==> config.mk <==
export PLATFORM = sky130hd
export DESIGN_NAME = throttle_brake_speed_regulator
export DESIGN_NICKNAME = d
export VERILOG_FILES = /design/src/hdl/tbsr_pkg.sv /design/src/hdl/tbsr_mul.sv /design/src/hdl/tbsr_div.sv /design/src/hdl/throttle_brake_speed_regulator.sv
export SDC_FILE = /design/constraint.sdc
export NUM_CORES = 2
export LEC_CHECK = 0
export CAP_MARGIN = 15
export CORE_ASPECT_RATIO = 1.5
export CORE_UTILIZATION = 41
export DETAILED_ROUTE_END_ITERATION = 8
export DONT_BUFFER_PORTS = 1
export PLACE_DENSITY = 0.66
export SYNTH_ARGS = -nofsm -noshare
export SYNTH_HDL_FRONTEND = slang
export SYNTH_HIERARCHICAL = 1
export SYNTH_SLANG_ARGS = --single-unit
export TNS_END_PERCENT = 5
==> constraint.sdc <==
create_clock -name clk -period 8.6 [get_ports clk]
set_clock_uncertainty 0.15 [all_clocks]
set_input_delay 1.72 -clock clk [delete_from_list [all_inputs] [get_ports clk]]
set_output_delay 1.72 -clock clk [all_outputs]
set_load 0.005 [all_outputs]
==> src/hdl/tbsr_pkg.sv <==
// shared types and constants of the throttle and brake speed regulator
`timescale 1ns / 1ps
package tbsr_pkg;

	// field and register widths
	localparam int unsigned SPEED_W    = 32;
	localparam int unsigned MS_W       = 16;
	localparam int unsigned REG_W      = 31;
	localparam int unsigned CFG_IDX_W  = 3;
	localparam int unsigned CFG_DATA_W = 32;
	localparam int unsigned MODE_W     = 2;
	localparam int unsigned Q_FRAC     = 16;

	// register indexes
	localparam logic [CFG_IDX_W-1:0] CFG_THROTTLE_GAIN   = 3'd0;
	localparam logic [CFG_IDX_W-1:0] CFG_BRAKE_GAIN      = 3'd1;
	localparam logic [CFG_IDX_W-1:0] CFG_MAX_THROTTLE    = 3'd2;
	localparam logic [CFG_IDX_W-1:0] CFG_MAX_BRAKE       = 3'd3;
	localparam logic [CFG_IDX_W-1:0] CFG_RAMP_RATE       = 3'd4;
	localparam logic [CFG_IDX_W-1:0] CFG_STOP_SPEED_BAND = 3'd5;
	localparam logic [CFG_IDX_W-1:0] CFG_GEAR_COAST_BAND = 3'd6;

	// register reset values, Q16.16
	localparam logic [REG_W-1:0] RST_GAIN       = 31'd65536;
	localparam logic [REG_W-1:0] RST_MAX        = 31'd65536;
	localparam logic [REG_W-1:0] RST_RAMP_RATE  = 31'd65536;
	localparam logic [REG_W-1:0] RST_STOP_BAND  = 31'd32768;
	localparam logic [REG_W-1:0] RST_COAST_BAND = 31'd65536;

	// drive modes
	localparam logic [MODE_W-1:0] MODE_STOP  = 2'd0;
	localparam logic [MODE_W-1:0] MODE_ACCEL = 2'd1;
	localparam logic [MODE_W-1:0] MODE_COAST = 2'd2;
	localparam logic [MODE_W-1:0] MODE_BRAKE = 2'd3;

	// 0.001 in Q16.16, rounded
	localparam logic [REG_W-1:0] SMALL_BRAKE = 31'd66;

	// arithmetic units
	localparam int unsigned PROD_W      = 64;
	localparam int unsigned MPLIER_W    = 32;
	localparam int unsigned MUL_DIGIT_W = 4;
	localparam int unsigned DIVISOR     = 1000;
	localparam int unsigned DIV_DIGIT_W = 2;
	localparam int unsigned DIV_DIGITS  = PROD_W / DIV_DIGIT_W;
	localparam int unsigned REM_W       = 10;

	typedef struct packed {
		logic signed [SPEED_W-1:0] target_speed;
		logic signed [SPEED_W-1:0] measured_speed;
		logic        [MS_W-1:0]    elapsed_ms;
		logic                      arrived;
	} req_t;

	typedef struct packed {
		logic signed [SPEED_W-1:0] throttle_level;
		logic signed [SPEED_W-1:0] brake_level;
		logic signed [SPEED_W-1:0] ramped_speed;
		logic        [MODE_W-1:0]  drive_mode;
	} rsp_t;

	typedef struct packed {
		logic                start;
		logic [PROD_W-1:0]   mcand;
		logic [MPLIER_W-1:0] mplier;
	} mul_req_t;

	typedef struct packed {
		logic              done;
		logic              busy;
		logic [PROD_W-1:0] prod;
	} mul_rsp_t;

	typedef struct packed {
		logic              start;
		logic [PROD_W-1:0] dvd;
	} div_req_t;

	typedef struct packed {
		logic              done;
		logic              busy;
		logic [PROD_W-1:0] quo;
	} div_rsp_t;

endpackage

==> src/hdl/tbsr_mul.sv <==
// digit-serial shift-add multiplier, one multiplier digit per cycle
`timescale 1ns / 1ps
module tbsr_mul (
	input  logic                clk,
	input  logic                arst_n,
	input  tbsr_pkg::mul_req_t  req,
	output tbsr_pkg::mul_rsp_t  rsp
);
	localparam int unsigned DigW = tbsr_pkg::MUL_DIGIT_W;
	localparam int unsigned ProdW = tbsr_pkg::PROD_W;
	localparam int unsigned PpW = ProdW + DigW;

	logic                            busy_q;
	logic [ProdW-1:0]                acc_q;
	logic [ProdW-1:0]                mcand_q;
	logic [tbsr_pkg::MPLIER_W-1:0]   mplier_q;
	logic [PpW-1:0]                  pp;
	logic                            done;

	// multiplicand times the low digit of the remaining multiplier
	assign pp = PpW'(mcand_q) * PpW'(mplier_q[DigW-1:0]);

	// finished once every nonzero digit has been consumed
	assign done = busy_q && (mplier_q == '0);

	always_ff @(posedge clk or negedge arst_n) begin
		if (!arst_n) begin
			busy_q <= 1'b0;
		end else if (req.start) begin
			busy_q <= 1'b1;
		end else if (done) begin
			busy_q <= 1'b0;
		end
	end

	always_ff @(posedge clk) begin
		if (req.start) begin
			acc_q    <= '0;
			mcand_q  <= req.mcand;
			mplier_q <= req.mplier;
		end else if (busy_q && (mplier_q != '0)) begin
			acc_q    <= acc_q + pp[ProdW-1:0];
			mcand_q  <= mcand_q << DigW;
			mplier_q <= mplier_q >> DigW;
		end
	end

	assign rsp.done = done;
	assign rsp.busy = busy_q;
	assign rsp.prod = acc_q;

endmodule

==> src/hdl/tbsr_div.sv <==
// radix-4 restoring divider by the constant 1000, one quotient digit per cycle
`timescale 1ns / 1ps
module tbsr_div (
	input  logic                clk,
	input  logic                arst_n,
	input  tbsr_pkg::div_req_t  req,
	output tbsr_pkg::div_rsp_t  rsp
);
	localparam int unsigned ProdW = tbsr_pkg::PROD_W;
	localparam int unsigned DigW = tbsr_pkg::DIV_DIGIT_W;
	localparam int unsigned RemW = tbsr_pkg::REM_W;
	localparam int unsigned TW = RemW + DigW;
	localparam int unsigned CntW = $clog2(tbsr_pkg::DIV_DIGITS);
	localparam logic [TW-1:0] D1 = TW'(tbsr_pkg::DIVISOR);
	localparam logic [TW-1:0] D2 = TW'(2 * tbsr_pkg::DIVISOR);
	localparam logic [TW-1:0] D3 = TW'(3 * tbsr_pkg::DIVISOR);

	logic              busy_q;
	logic              done_q;
	logic [CntW-1:0]   cnt_q;
	logic [RemW-1:0]   rem_q;
	logic [ProdW-1:0]  dvd_q;
	logic [TW-1:0]     t;
	logic [TW-1:0]     t_rem;
	logic [DigW-1:0]   qd;

	// partial remainder with the next dividend digit shifted in
	assign t = {rem_q, dvd_q[ProdW-1 -: DigW]};

	always_comb begin
		priority if (t >= D3) begin
			qd    = 2'd3;
			t_rem = t - D3;
		end else if (t >= D2) begin
			qd    = 2'd2;
			t_rem = t - D2;
		end else if (t >= D1) begin
			qd    = 2'd1;
			t_rem = t - D1;
		end else begin
			qd    = 2'd0;
			t_rem = t;
		end
	end

	always_ff @(posedge clk or negedge arst_n) begin
		if (!arst_n) begin
			busy_q <= 1'b0;
			done_q <= 1'b0;
			cnt_q  <= '0;
		end else if (req.start) begin
			busy_q <= 1'b1;
			done_q <= 1'b0;
			cnt_q  <= '1;
		end else begin
			done_q <= busy_q && (cnt_q == '0);
			if (busy_q) begin
				if (cnt_q == '0) begin
					busy_q <= 1'b0;
				end else begin
					cnt_q <= cnt_q - 1'b1;
				end
			end
		end
	end

	// quotient digits enter at the bottom as dividend digits leave the top
	always_ff @(posedge clk) begin
		if (req.start) begin
			rem_q <= '0;
			dvd_q <= req.dvd;
		end else if (busy_q) begin
			rem_q <= t_rem[RemW-1:0];
			dvd_q <= {dvd_q[ProdW-DigW-1:0], qd};
		end
	end

	assign rsp.done = done_q;
	assign rsp.busy = busy_q;
	assign rsp.quo  = dvd_q;

endmodule

==> src/hdl/throttle_brake_speed_regulator.sv <==
// top level: control sequencer, registers and result stage of the speed regulator
`timescale 1ns / 1ps
//
// channel  | dir | handshake              | beat
// ---------+-----+------------------------+---------------------------------------------
// req      | in  | req_valid / req_ready  | target, measured speed, elapsed ms, dest flag
// rsp      | out | rsp_valid / rsp_ready  | throttle, brake, ramped speed, drive mode
// cfg      | in  | cfg_valid / cfg_ready  | register index and write data
//
// stop and coast ticks take one multiply and one 32-digit divide by 1000; accelerate and brake
// ticks add two more multiplies and a second divide, the shift-add multiplies sharing one unit
// one tick is worked at a time; req_ready is high only while the sequencer is idle
// the result register lets the next tick be accepted while a result beat still waits
// a stalled rsp holds the sequencer in its final state until the result register frees
// reset clears the ramp and brake state and loads the register defaults; cfg is always ready
//
module throttle_brake_speed_regulator (
	input  logic                                clk,
	input  logic                                arst_n,
	input  logic                                req_valid,
	output logic                                req_ready,
	input  tbsr_pkg::req_t                      req,
	output logic                                rsp_valid,
	input  logic                                rsp_ready,
	output tbsr_pkg::rsp_t                      rsp,
	input  logic                                cfg_valid,
	output logic                                cfg_ready,
	input  logic [tbsr_pkg::CFG_IDX_W-1:0]      cfg_index,
	input  logic [tbsr_pkg::CFG_DATA_W-1:0]     cfg_data
);
	localparam int unsigned SpW = tbsr_pkg::SPEED_W;
	localparam int unsigned RegW = tbsr_pkg::REG_W;
	localparam int unsigned ProdW = tbsr_pkg::PROD_W;

	typedef enum logic [8:0] {
		ST_IDLE     = 9'b000000001,
		ST_MUL_STEP = 9'b000000010,
		ST_DIV_STEP = 9'b000000100,
		ST_RAMP     = 9'b000001000,
		ST_MODE     = 9'b000010000,
		ST_MUL_GAIN = 9'b000100000,
		ST_MUL_TIME = 9'b001000000,
		ST_DIV_PROP = 9'b010000000,
		ST_FIN      = 9'b100000000
	} state_t;

	state_t state_q;

	// configuration registers
	logic [RegW-1:0] throttle_gain_q;
	logic [RegW-1:0] brake_gain_q;
	logic [RegW-1:0] max_throttle_q;
	logic [RegW-1:0] max_brake_q;
	logic [RegW-1:0] ramp_rate_q;
	logic [RegW-1:0] stop_band_q;
	logic [RegW-1:0] coast_band_q;

	// tick in flight and kept state
	tbsr_pkg::req_t                 req_q;
	logic [SpW-1:0]                 ramp_q;
	logic [SpW-1:0]                 brake_q;
	logic [tbsr_pkg::MODE_W-1:0]    mode_q;
	logic                           neg_q;

	// result stage
	tbsr_pkg::rsp_t rsp_q;
	logic           rsp_valid_q;
	logic           out_load;

	// shared arithmetic units
	tbsr_pkg::mul_req_t mul_req;
	tbsr_pkg::mul_rsp_t mul_rsp;
	tbsr_pkg::div_req_t div_req;
	tbsr_pkg::div_rsp_t div_rsp;

	// ramp update
	logic [SpW:0]     rdiff;
	logic [SpW:0]     rdiff_neg;
	logic [SpW:0]     rmag;
	logic [ProdW-1:0] step;
	logic             step_past;
	logic [SpW-1:0]   ramp_nxt;

	// mode choice
	logic [SpW:0]                ramp33;
	logic [SpW:0]                meas33;
	logic [SpW:0]                tgt33;
	logic [SpW:0]                over;
	logic [SpW:0]                under;
	logic [SpW:0]                berr;
	logic [SpW:0]                berr_neg;
	logic                        accel_c;
	logic                        stop_c;
	logic                        coast_c;
	logic [tbsr_pkg::MODE_W-1:0] mode_nxt;
	logic                        need_p;
	logic [SpW-1:0]              err_mag;
	logic [RegW-1:0]             gain_sel;

	// final outputs
	logic [ProdW-1:0] p;
	logic [SpW-1:0]   thr_nxt;
	logic [SpW-1:0]   brk_nxt;
	logic [SpW-1:0]   small_brk;
	logic [SpW-1:0]   stop_brk;
	logic [SpW-1:0]   neg_brk;

	tbsr_mul u_mul (
		.clk    (clk),
		.arst_n (arst_n),
		.req    (mul_req),
		.rsp    (mul_rsp)
	);

	tbsr_div u_div (
		.clk    (clk),
		.arst_n (arst_n),
		.req    (div_req),
		.rsp    (div_rsp)
	);

	// handshakes
	assign req_ready = (state_q == ST_IDLE);
	assign cfg_ready = 1'b1;
	assign rsp_valid = rsp_valid_q;
	assign rsp       = rsp_q;
	assign out_load  = (state_q == ST_FIN) && (!rsp_valid_q || rsp_ready);

	// configuration writes, out-of-range indexes ignored
	always_ff @(posedge clk or negedge arst_n) begin
		if (!arst_n) begin
			throttle_gain_q <= tbsr_pkg::RST_GAIN;
			brake_gain_q    <= tbsr_pkg::RST_GAIN;
			max_throttle_q  <= tbsr_pkg::RST_MAX;
			max_brake_q     <= tbsr_pkg::RST_MAX;
			ramp_rate_q     <= tbsr_pkg::RST_RAMP_RATE;
			stop_band_q     <= tbsr_pkg::RST_STOP_BAND;
			coast_band_q    <= tbsr_pkg::RST_COAST_BAND;
		end else if (cfg_valid && cfg_ready) begin
			unique case (cfg_index)
				tbsr_pkg::CFG_THROTTLE_GAIN:   throttle_gain_q <= cfg_data[RegW-1:0];
				tbsr_pkg::CFG_BRAKE_GAIN:      brake_gain_q    <= cfg_data[RegW-1:0];
				tbsr_pkg::CFG_MAX_THROTTLE:    max_throttle_q  <= cfg_data[RegW-1:0];
				tbsr_pkg::CFG_MAX_BRAKE:       max_brake_q     <= cfg_data[RegW-1:0];
				tbsr_pkg::CFG_RAMP_RATE:       ramp_rate_q     <= cfg_data[RegW-1:0];
				tbsr_pkg::CFG_STOP_SPEED_BAND: stop_band_q     <= cfg_data[RegW-1:0];
				tbsr_pkg::CFG_GEAR_COAST_BAND: coast_band_q    <= cfg_data[RegW-1:0];
				default: ;
			endcase
		end
	end

	// ramp moves toward the target by at most step, landing on it when closer than step
	assign step      = div_rsp.quo;
	assign rdiff     = {ramp_q[SpW-1], ramp_q} - {req_q.target_speed[SpW-1], req_q.target_speed};
	assign rdiff_neg = '0 - rdiff;
	assign rmag      = rdiff[SpW] ? rdiff_neg : rdiff;
	assign step_past = (step[ProdW-1:SpW+1] != '0) || (rmag < step[SpW:0]);

	always_comb begin
		priority if (step_past) begin
			ramp_nxt = req_q.target_speed;
		end else if (rdiff[SpW]) begin
			ramp_nxt = ramp_q + step[SpW-1:0];
		end else if (rdiff != '0) begin
			ramp_nxt = ramp_q - step[SpW-1:0];
		end else begin
			ramp_nxt = ramp_q;
		end
	end

	// mode choice on the updated ramp
	assign ramp33   = {ramp_q[SpW-1], ramp_q};
	assign meas33   = {req_q.measured_speed[SpW-1], req_q.measured_speed};
	assign tgt33    = {req_q.target_speed[SpW-1], req_q.target_speed};
	assign over     = meas33 - ramp33;
	assign under    = ramp33 - meas33;
	assign berr     = meas33 - tgt33;
	assign berr_neg = '0 - berr;

	assign accel_c = !under[SpW];
	assign stop_c  = (ramp_q[SpW-1] || (ramp_q == '0))
		&& ($signed(meas33) < $signed({2'b00, stop_band_q}));
	assign coast_c = ($signed(over) < $signed({2'b00, coast_band_q}))
		&& !req_q.target_speed[SpW-1] && (req_q.target_speed != '0);

	always_comb begin
		priority if (req_q.arrived) begin
			mode_nxt = tbsr_pkg::MODE_STOP;
		end else if (accel_c) begin
			mode_nxt = tbsr_pkg::MODE_ACCEL;
		end else if (stop_c) begin
			mode_nxt = tbsr_pkg::MODE_STOP;
		end else if (coast_c) begin
			mode_nxt = tbsr_pkg::MODE_COAST;
		end else begin
			mode_nxt = tbsr_pkg::MODE_BRAKE;
		end
	end

	assign need_p   = (mode_nxt == tbsr_pkg::MODE_ACCEL) || (mode_nxt == tbsr_pkg::MODE_BRAKE);
	assign err_mag  = (mode_nxt == tbsr_pkg::MODE_ACCEL) ? under[SpW-1:0]
		: (berr[SpW] ? berr_neg[SpW-1:0] : berr[SpW-1:0]);
	assign gain_sel = (mode_nxt == tbsr_pkg::MODE_ACCEL) ? throttle_gain_q : brake_gain_q;

	// unit requests: step = ms * rate / 1000, then p = (|err| * gain >> 16) * ms / 1000
	always_comb begin
		mul_req = '0;
		div_req = '0;
		unique case (state_q)
			ST_IDLE: begin
				mul_req.start  = req_valid;
				mul_req.mcand  = ProdW'(ramp_rate_q);
				mul_req.mplier = tbsr_pkg::MPLIER_W'(req.elapsed_ms);
			end
			ST_MUL_STEP: begin
				div_req.start = mul_rsp.done;
				div_req.dvd   = mul_rsp.prod;
			end
			ST_MODE: begin
				mul_req.start  = need_p;
				mul_req.mcand  = ProdW'(gain_sel);
				mul_req.mplier = err_mag;
			end
			ST_MUL_GAIN: begin
				mul_req.start  = mul_rsp.done;
				mul_req.mcand  = ProdW'(mul_rsp.prod[ProdW-1:tbsr_pkg::Q_FRAC]);
				mul_req.mplier = tbsr_pkg::MPLIER_W'(req_q.elapsed_ms);
			end
			ST_MUL_TIME: begin
				div_req.start = mul_rsp.done;
				div_req.dvd   = mul_rsp.prod;
			end
			default: ;
		endcase
	end

	// final throttle and brake with the upper clips
	assign p         = div_rsp.quo;
	assign small_brk = (tbsr_pkg::SMALL_BRAKE > max_brake_q) ? {1'b0, max_brake_q}
		: {1'b0, tbsr_pkg::SMALL_BRAKE};
	// kept brake above zero always overshoots the clip
	assign stop_brk  = (!brake_q[SpW-1] && (brake_q != '0)) ? {1'b0, max_brake_q}
		: brake_q + {1'b0, max_brake_q};
	// negative brake saturates at the most negative value
	assign neg_brk   = (p[ProdW-1:SpW-1] != '0) ? {1'b1, {(SpW-1){1'b0}}}
		: ('0 - {1'b0, p[SpW-2:0]});

	always_comb begin
		if ((mode_q == tbsr_pkg::MODE_ACCEL)
			&& ((p[ProdW-1:RegW] != '0) || (p[RegW-1:0] > max_throttle_q))) begin
			thr_nxt = {1'b0, max_throttle_q};
		end else if (mode_q == tbsr_pkg::MODE_ACCEL) begin
			thr_nxt = {1'b0, p[RegW-1:0]};
		end else begin
			thr_nxt = '0;
		end
	end

	always_comb begin
		unique case (mode_q)
			tbsr_pkg::MODE_STOP: begin
				brk_nxt = stop_brk;
			end
			tbsr_pkg::MODE_BRAKE: begin
				if (neg_q) begin
					brk_nxt = neg_brk;
				end else if ((p[ProdW-1:RegW] != '0) || (p[RegW-1:0] > max_brake_q)) begin
					brk_nxt = {1'b0, max_brake_q};
				end else begin
					brk_nxt = {1'b0, p[RegW-1:0]};
				end
			end
			default: begin
				brk_nxt = small_brk;
			end
		endcase
	end

	// sequencer
	always_ff @(posedge clk or negedge arst_n) begin
		if (!arst_n) begin
			state_q <= ST_IDLE;
		end else begin
			unique case (state_q)
				ST_IDLE: begin
					if (req_valid) begin
						state_q <= ST_MUL_STEP;
					end
				end
				ST_MUL_STEP: begin
					if (mul_rsp.done) begin
						state_q <= ST_DIV_STEP;
					end
				end
				ST_DIV_STEP: begin
					if (div_rsp.done) begin
						state_q <= ST_RAMP;
					end
				end
				ST_RAMP: begin
					state_q <= ST_MODE;
				end
				ST_MODE: begin
					state_q <= need_p ? ST_MUL_GAIN : ST_FIN;
				end
				ST_MUL_GAIN: begin
					if (mul_rsp.done) begin
						state_q <= ST_MUL_TIME;
					end
				end
				ST_MUL_TIME: begin
					if (mul_rsp.done) begin
						state_q <= ST_DIV_PROP;
					end
				end
				ST_DIV_PROP: begin
					if (div_rsp.done) begin
						state_q <= ST_FIN;
					end
				end
				ST_FIN: begin
					if (out_load) begin
						state_q <= ST_IDLE;
					end
				end
				default: begin
					state_q <= ST_IDLE;
				end
			endcase
		end
	end

	// kept ramp and brake state
	always_ff @(posedge clk or negedge arst_n) begin
		if (!arst_n) begin
			ramp_q  <= '0;
			brake_q <= '0;
		end else begin
			if (state_q == ST_RAMP) begin
				ramp_q <= ramp_nxt;
			end
			if (out_load) begin
				brake_q <= brk_nxt;
			end
		end
	end

	// tick fields and mode
	always_ff @(posedge clk) begin
		if (req_valid && req_ready) begin
			req_q <= req;
		end
		if (state_q == ST_MODE) begin
			mode_q <= mode_nxt;
			neg_q  <= berr[SpW];
		end
	end

	// result register
	always_ff @(posedge clk or negedge arst_n) begin
		if (!arst_n) begin
			rsp_valid_q <= 1'b0;
		end else if (out_load) begin
			rsp_valid_q <= 1'b1;
		end else if (rsp_ready) begin
			rsp_valid_q <= 1'b0;
		end
	end

	always_ff @(posedge clk) begin
		if (out_load) begin
			rsp_q.throttle_level <= thr_nxt;
			rsp_q.brake_level    <= brk_nxt;
			rsp_q.ramped_speed   <= ramp_q;
			rsp_q.drive_mode     <= mode_q;
		end
	end

	// the two units are never started together
	a_one_start: assert property (@(posedge clk) disable iff (!arst_n)
		!(mul_req.start && div_req.start))
		else $error("multiplier and divider started in the same cycle");

	// both units are quiet whenever a new tick may enter
	a_units_idle: assert property (@(posedge clk) disable iff (!arst_n)
		req_ready |-> (!mul_rsp.busy && !div_rsp.busy))
		else $error("arithmetic unit busy while idle");

	// an accepted tick starts the step multiply
	a_accept_mul: assert property (@(posedge clk) disable iff (!arst_n)
		(req_valid && req_ready) |=> mul_rsp.busy)
		else $error("accepted tick did not start the multiplier");

	// loaded brake never exceeds its clip and throttle is never negative
	a_out_clip: assert property (@(posedge clk) disable iff (!arst_n)
		out_load |-> (($signed(brk_nxt) <= $signed({1'b0, max_brake_q})) && !thr_nxt[SpW-1]))
		else $error("result outside its clip");

endmodule
**Word-level counts from Yosys, hierarchy flattened**

Cells that the tools add are included.

- $add $sub $neg: 15
- Multipliers: 1
- $lt $le $gt $ge: 9
- Equality and inequality tests: 27
- Multiplexer cells: 53
- Reductions and logical operators: 46

Operator list:

| operator | number |
|---|---|
| $mux 32 | 10 |
| $pmux 97 s3 | 1 |
| $mux 64 | 4 |
| $mux 31 | 5 |
| $sub 32x32->33 | 4 |
| $reduce_bool 32->1 | 3 |
| $pmux 9 s9 | 1 |
| $mux 9 | 8 |
| $reduce_bool 33->1 | 2 |
| $mux 65 | 1 |
| $add 64x64->64 | 1 |
| $logic_not 32->1 | 2 |
| $mul 64x4->64 | 1 |
| $pmux 32 s2 | 1 |
| $gt 31x31->1 | 2 |
| $lt 33x32->1 | 1 |
| $lt 33x33->1 | 1 |
| $mux 33 | 1 |
| $sub 1x33->33 const A | 1 |
| $add 32x31->32 | 1 |
| $add 32x32->32 | 1 |
| $lt 32x32->1 | 1 |
| $sub 1x31->32 const A | 1 |
| $sub 1x32->32 const A | 1 |
| other kinds (39) | 96 |

- Register bits: 715
- Input bits: 121
- Output and inout port bits: 101
- Word-level logic and storage cells: 182

**Logic depth before layout (Yosys ltp)**

- Depth after elaboration: 12
- Mapped depth: 33
- Mapped depth without buffers: 32

**Cells and area by module**

The synthesis kept the hierarchy.

By module, submodules not included:

| module | times used | cells each | area each (um^2) | seq. area each (um^2) |
|---|---|---|---|---|
| throttle_brake_speed_regulator | 1 | 3923 | 36387.4 | 12727.2 |
| tbsr_mul | 1 | 1770 | 16414.5 | 4189.0 |
| tbsr_div | 1 | 300 | 3950.0 | 2297.2 |

**Worst setup path before layout**

No wires, ideal clock.

- Path type: reg2reg
- From: reg ramp_q[1]
- To: reg u_mul.mcand_q[0], enable pin
- Library setup time: 0.903 ns
- Arrival time: 7.148 ns
- Required time: 7.547 ns
- Slack: 0.400 ns
- Stages on the path, launching flop included: 30
- Buffers on the path: 1
- Period minus slack after synthesis: 8.200 ns
- Cells stage by stage: dfrtp_1 > inv_1 > fa_1 > a21o_1 > a21oi_1 > nor2b_1 > o21ai_0 > a211o_1 > a31oi_1 > a21boi_0 > o21bai_1 > a21oi_1 > xnor2_1 > ha_1 > a21o_1 > a21o_1 > a21o_1 > a21o_1 > a211oi_1 > o211ai_1 > a31o_2 > a21oi_1 > a21boi_0 > o41ai_1 > o22ai_1 > nand2_1 > nand3_1 > inv_1 > clkbuf_1 > nand2_1

RTL lines:

| what | RTL line | source |
|---|---|---|
| from (decl) | throttle_brake_speed_regulator.sv:60 | `logic [SpW-1:0] ramp_q;` |
| from (signal assigned) | throttle_brake_speed_regulator.sv:341 | `ramp_q <= ramp_nxt;` |
| to (signal assigned) | tbsr_mul.sv:39 | `mcand_q <= req.mcand;` |
| to (signal assigned) | tbsr_mul.sv:43 | `mcand_q <= mcand_q << DigW;` |
| to (decl) | tbsr_mul.sv:15 | `logic [ProdW-1:0] mcand_q;` |

**Final worst setup path**

- From: reg req_q[49] (netlist name)
- To: reg ramp_q[30]

- Word-level cells in the longest chain between the ends: 7
- Elaborated cells on any way between the ends: 10

Ends and longest elaborated chain:

| what | RTL line | source |
|---|---|---|
| from (decl) | throttle_brake_speed_regulator.sv:59 | `tbsr_pkg::req_t req_q;` |
| from (signal assigned) | throttle_brake_speed_regulator.sv:352 | `req_q <= req;` |
| $sub 32x32->33 * | throttle_brake_speed_regulator.sv:155 | `assign rdiff = {ramp_q[SpW-1], ramp_q} - {req_q.target_speed[SpW-1], req_q.target_speed};` |
| $sub 1x33->33 | throttle_brake_speed_regulator.sv:156 | `assign rdiff_neg = '0 - rdiff;` |
| $mux 33 | throttle_brake_speed_regulator.sv:157 | `assign rmag = rdiff[SpW] ? rdiff_neg : rdiff;` |
| $lt 33x33->1 | throttle_brake_speed_regulator.sv:158 | `assign step_past = (step[ProdW-1:SpW+1] != '0) \|\| (rmag < step[SpW:0]);` |
| $logic_or 1x1->1 | throttle_brake_speed_regulator.sv:158 |  |
| $reduce_bool 3->1 (no line) | -- |  |
| $reduce_and 2->1 (no line) | -- |  |

Every way passes the cells marked *; elsewhere a longest branch is shown, timed or not.
A chain may end at the register's enable or synchronous reset.

==> flow_metrics.py <==
metrics = {
    "clock_network": {
        "cts_tree": "built",
        "cts_inserted_buffers": 75,
        "postCtsSetupBuffers": 0,
        "clkTransAtPathRegs_ns": 0.07,
        "cts.path.max_buffers": 3,
        "cts.sinks": 714,
        "clkLatencyLatePin_ns": 0.72,
        "h-tree-depth": 3,
        "cts_root_buf": "clkbuf_16",
        "cts_hold_buf": 0,
        "cts_resized": 0,
    },
    "routing": {
        "wl_per_cell_um": 24.9,
        "first_pass_iters": 5,
        "drt_iter0_drc": 3487,
        "via_count": 45600,
        "drc_errors": 0,
        "drt-vias-per-instance": 5.88,
        "drt-total-wl_um": 193000,
        "ant_nets": 0,
    },
    "setup_path": {
        "critPathCapture": "ramp_q[30]$_DFFE_PN0P_",
        "crit_top_cell": "o21ai_0",
        "cp.arrival_ns": 8.31,
        "cp_slowest_cell": "edfxtp_1",
        "critPathRequiredTime_ns": 9.06,
        "reg2reg_to": "ramp_q[30]$_DFFE_PN0P_",
        "rr_worst_depth": 28,
        "rr_startpoint": "req_q[49]$_DFFE_PP_",
        "crit_type": "flip-flop to flip-flop",
        "worstPathMaxFanout": 20,
        "critPathLaunch": "req_q[49]$_DFFE_PP_",
        "cp-start-kind": "flip-flop",
        "rrSetupSlack_ns": 0.75,
        "critPathCaptureType": "flip-flop",
        "max_stage_delay_ns": 0.71,
    },
    "die": {
        "die_height_um": 458,
        "core_mm2": 0.137,
        "initial_core_util_pct": 41.5,
        "die_x_um": 306,
        "die-area_mm2": 0.140,
        "ioPinCount": 222,
        "num_rows": 166,
    },
    "global_routing": {
        "grt_max_degree": 300,
        "antenna_found_initial": 18,
        "first_global_vias": 45300,
        "grt_use_total_pct": 27.2,
        "grt_pass1_wl_um": 286000,
        "grt.overflow.total": 0,
    },
    "status": {
        "status": "finished with violations",
        "violations": "max-slew violations",
    },
    "timing": {
        "rsz0062_at_grt": "false",
        "drv_slew": 101,
        "fmax_ghz": 0.127,
        "tightest_slew_ns": 1.62,
        "setup_slack_ns": 0.751,
        "fin_tns_setup_ns": 0,
        "timing.final.hold_violations": 0,
        "layout_min_cycle_time_ns": 7.85,
        "post-route-period-util_pct": 91.3,
        "setup_viol": 0,
        "slew_headroom_pct": -8.16,
    },
    "placement": {
        "dp_slack_ns": 0.944,
        "hpwl_um": 150000,
        "io_buffers": 0,
        "gp_congestion": 1.00,
    },
    "synth": {
        "syn_area_mm2": 0.0567,
        "postSynthCellCount": 5991,
        "yosys_warnings": 6,
        "avgSynthCellArea_um2": 9.47,
    },
    "min_path": {
        "hp-class": "flip-flop to flip-flop",
    },
    "cells_and_area": {
        "fill_cells": 13000,
        "layout-area-overhead-vs-synth_pct": 8.12,
        "drive_gt1_share_pct": 10.2,
        "mostFrequentLayoutCell": "inv_1",
        "fin_nets": 6625,
        "layout_common_cells": "inv_1, nand2_1, ha_1",
    },
    "power": {
        "p_total_mw": 23.7,
        "cellPowerDensity_mw_per_mm2": 387,
        "ir_drop_uv": 206,
        "power.leakage_nw": 26.9,
    },
    "flow_run": {
        "cap_violations": 0,
    },
}
==> layer usage <==
metal	wire, um	GRT usage, %	vias to the layer above	share of wire, %
li1	-	-	20900	-
met1	68200	28.5	22400	35
met2	95300	47.3	1699	49
met3	11900	5.34	569	6.2
met4	17400	22.1	18	9.0
met5	149	0	-	0.077
==> area by class of cell <==
type                       instances  area, um^2  area share (%)
clock inverter                    52         707            1.15
multi-input combinational       4424       34400            56.0
antenna                           29        72.6           0.118
sequential                       714       19200            31.3
clock buffer                      88        1960            3.19
inverter                         614        2310            3.76
tap                             1764        2210            3.60
timing repair buffer              62         503           0.820
==> worst max-delay path, delay by kind of cell (launching register included) <==
family	cells	cell delay (ns)
simple gates	7	1.50
buf+inv	1	0.23
mux	2	0.42
flops	1	0.71
compound gates	15	3.62
fa+ha+maj	3	1.09
==> registers in the layout (all words and copies together) (netlist names), 32 cells and up <==
register,flops
brake_q,32
meas33,32
ramp_q,32
req_q,49
rsp,97
u_div/dvd_q,64
u_mul/acc_q,64
u_mul/mcand_q,64
u_mul/mplier_q,32
==> worst min path at each step <==
stage                                            start  cells past startpoint  slack [ns]                            to
final                      u_mul/acc_q[2]$_SDFFE_PP0P_                      2        0.33   u_mul/acc_q[2]$_SDFFE_PP0P_
after detailed placement   u_mul/acc_q[2]$_SDFFE_PP0P_                      2        0.32   u_mul/acc_q[2]$_SDFFE_PP0P_
after floorplan           u_mul/acc_q[11]$_SDFFE_PP0P_                      2        0.29  u_mul/acc_q[11]$_SDFFE_PP0P_
after global routing       u_mul/acc_q[2]$_SDFFE_PP0P_                      2        0.35   u_mul/acc_q[2]$_SDFFE_PP0P_
after CTS                  u_mul/acc_q[2]$_SDFFE_PP0P_                      2        0.32   u_mul/acc_q[2]$_SDFFE_PP0P_
after global placement     u_mul/acc_q[2]$_SDFFE_PP0P_                      2        0.31   u_mul/acc_q[2]$_SDFFE_PP0P_
==> where the power goes <==
| group | total (mW) | switching [mW] | internal [mW] |
|---|---|---|---|
| sequential | 5.56 | 1.04 | 4.52 |
| combinational | 14.6 | 8.59 | 6.02 |
| clock | 3.57 | 1.57 | 2.01 |
| total | 23.7 | 11.2 | 12.5 |
==> per-stage QoR <==
step / hold slack, ns / std cells / util [%] / area [um^2]
floorplan: 0.290 / 6007 / - / 56800
global placement: 0.307 / 7578 / 42.8 / 58600
detailed placement: 0.315 / 7578 / 42.8 / 58600
CTS: 0.325 / 7718 / 44.8 / 61300
global route: 0.348 / 7733 / 44.8 / 61300
finish: 0.327 / 7747 / 44.8 / 61300
Power figures use the tool's default switching activity.
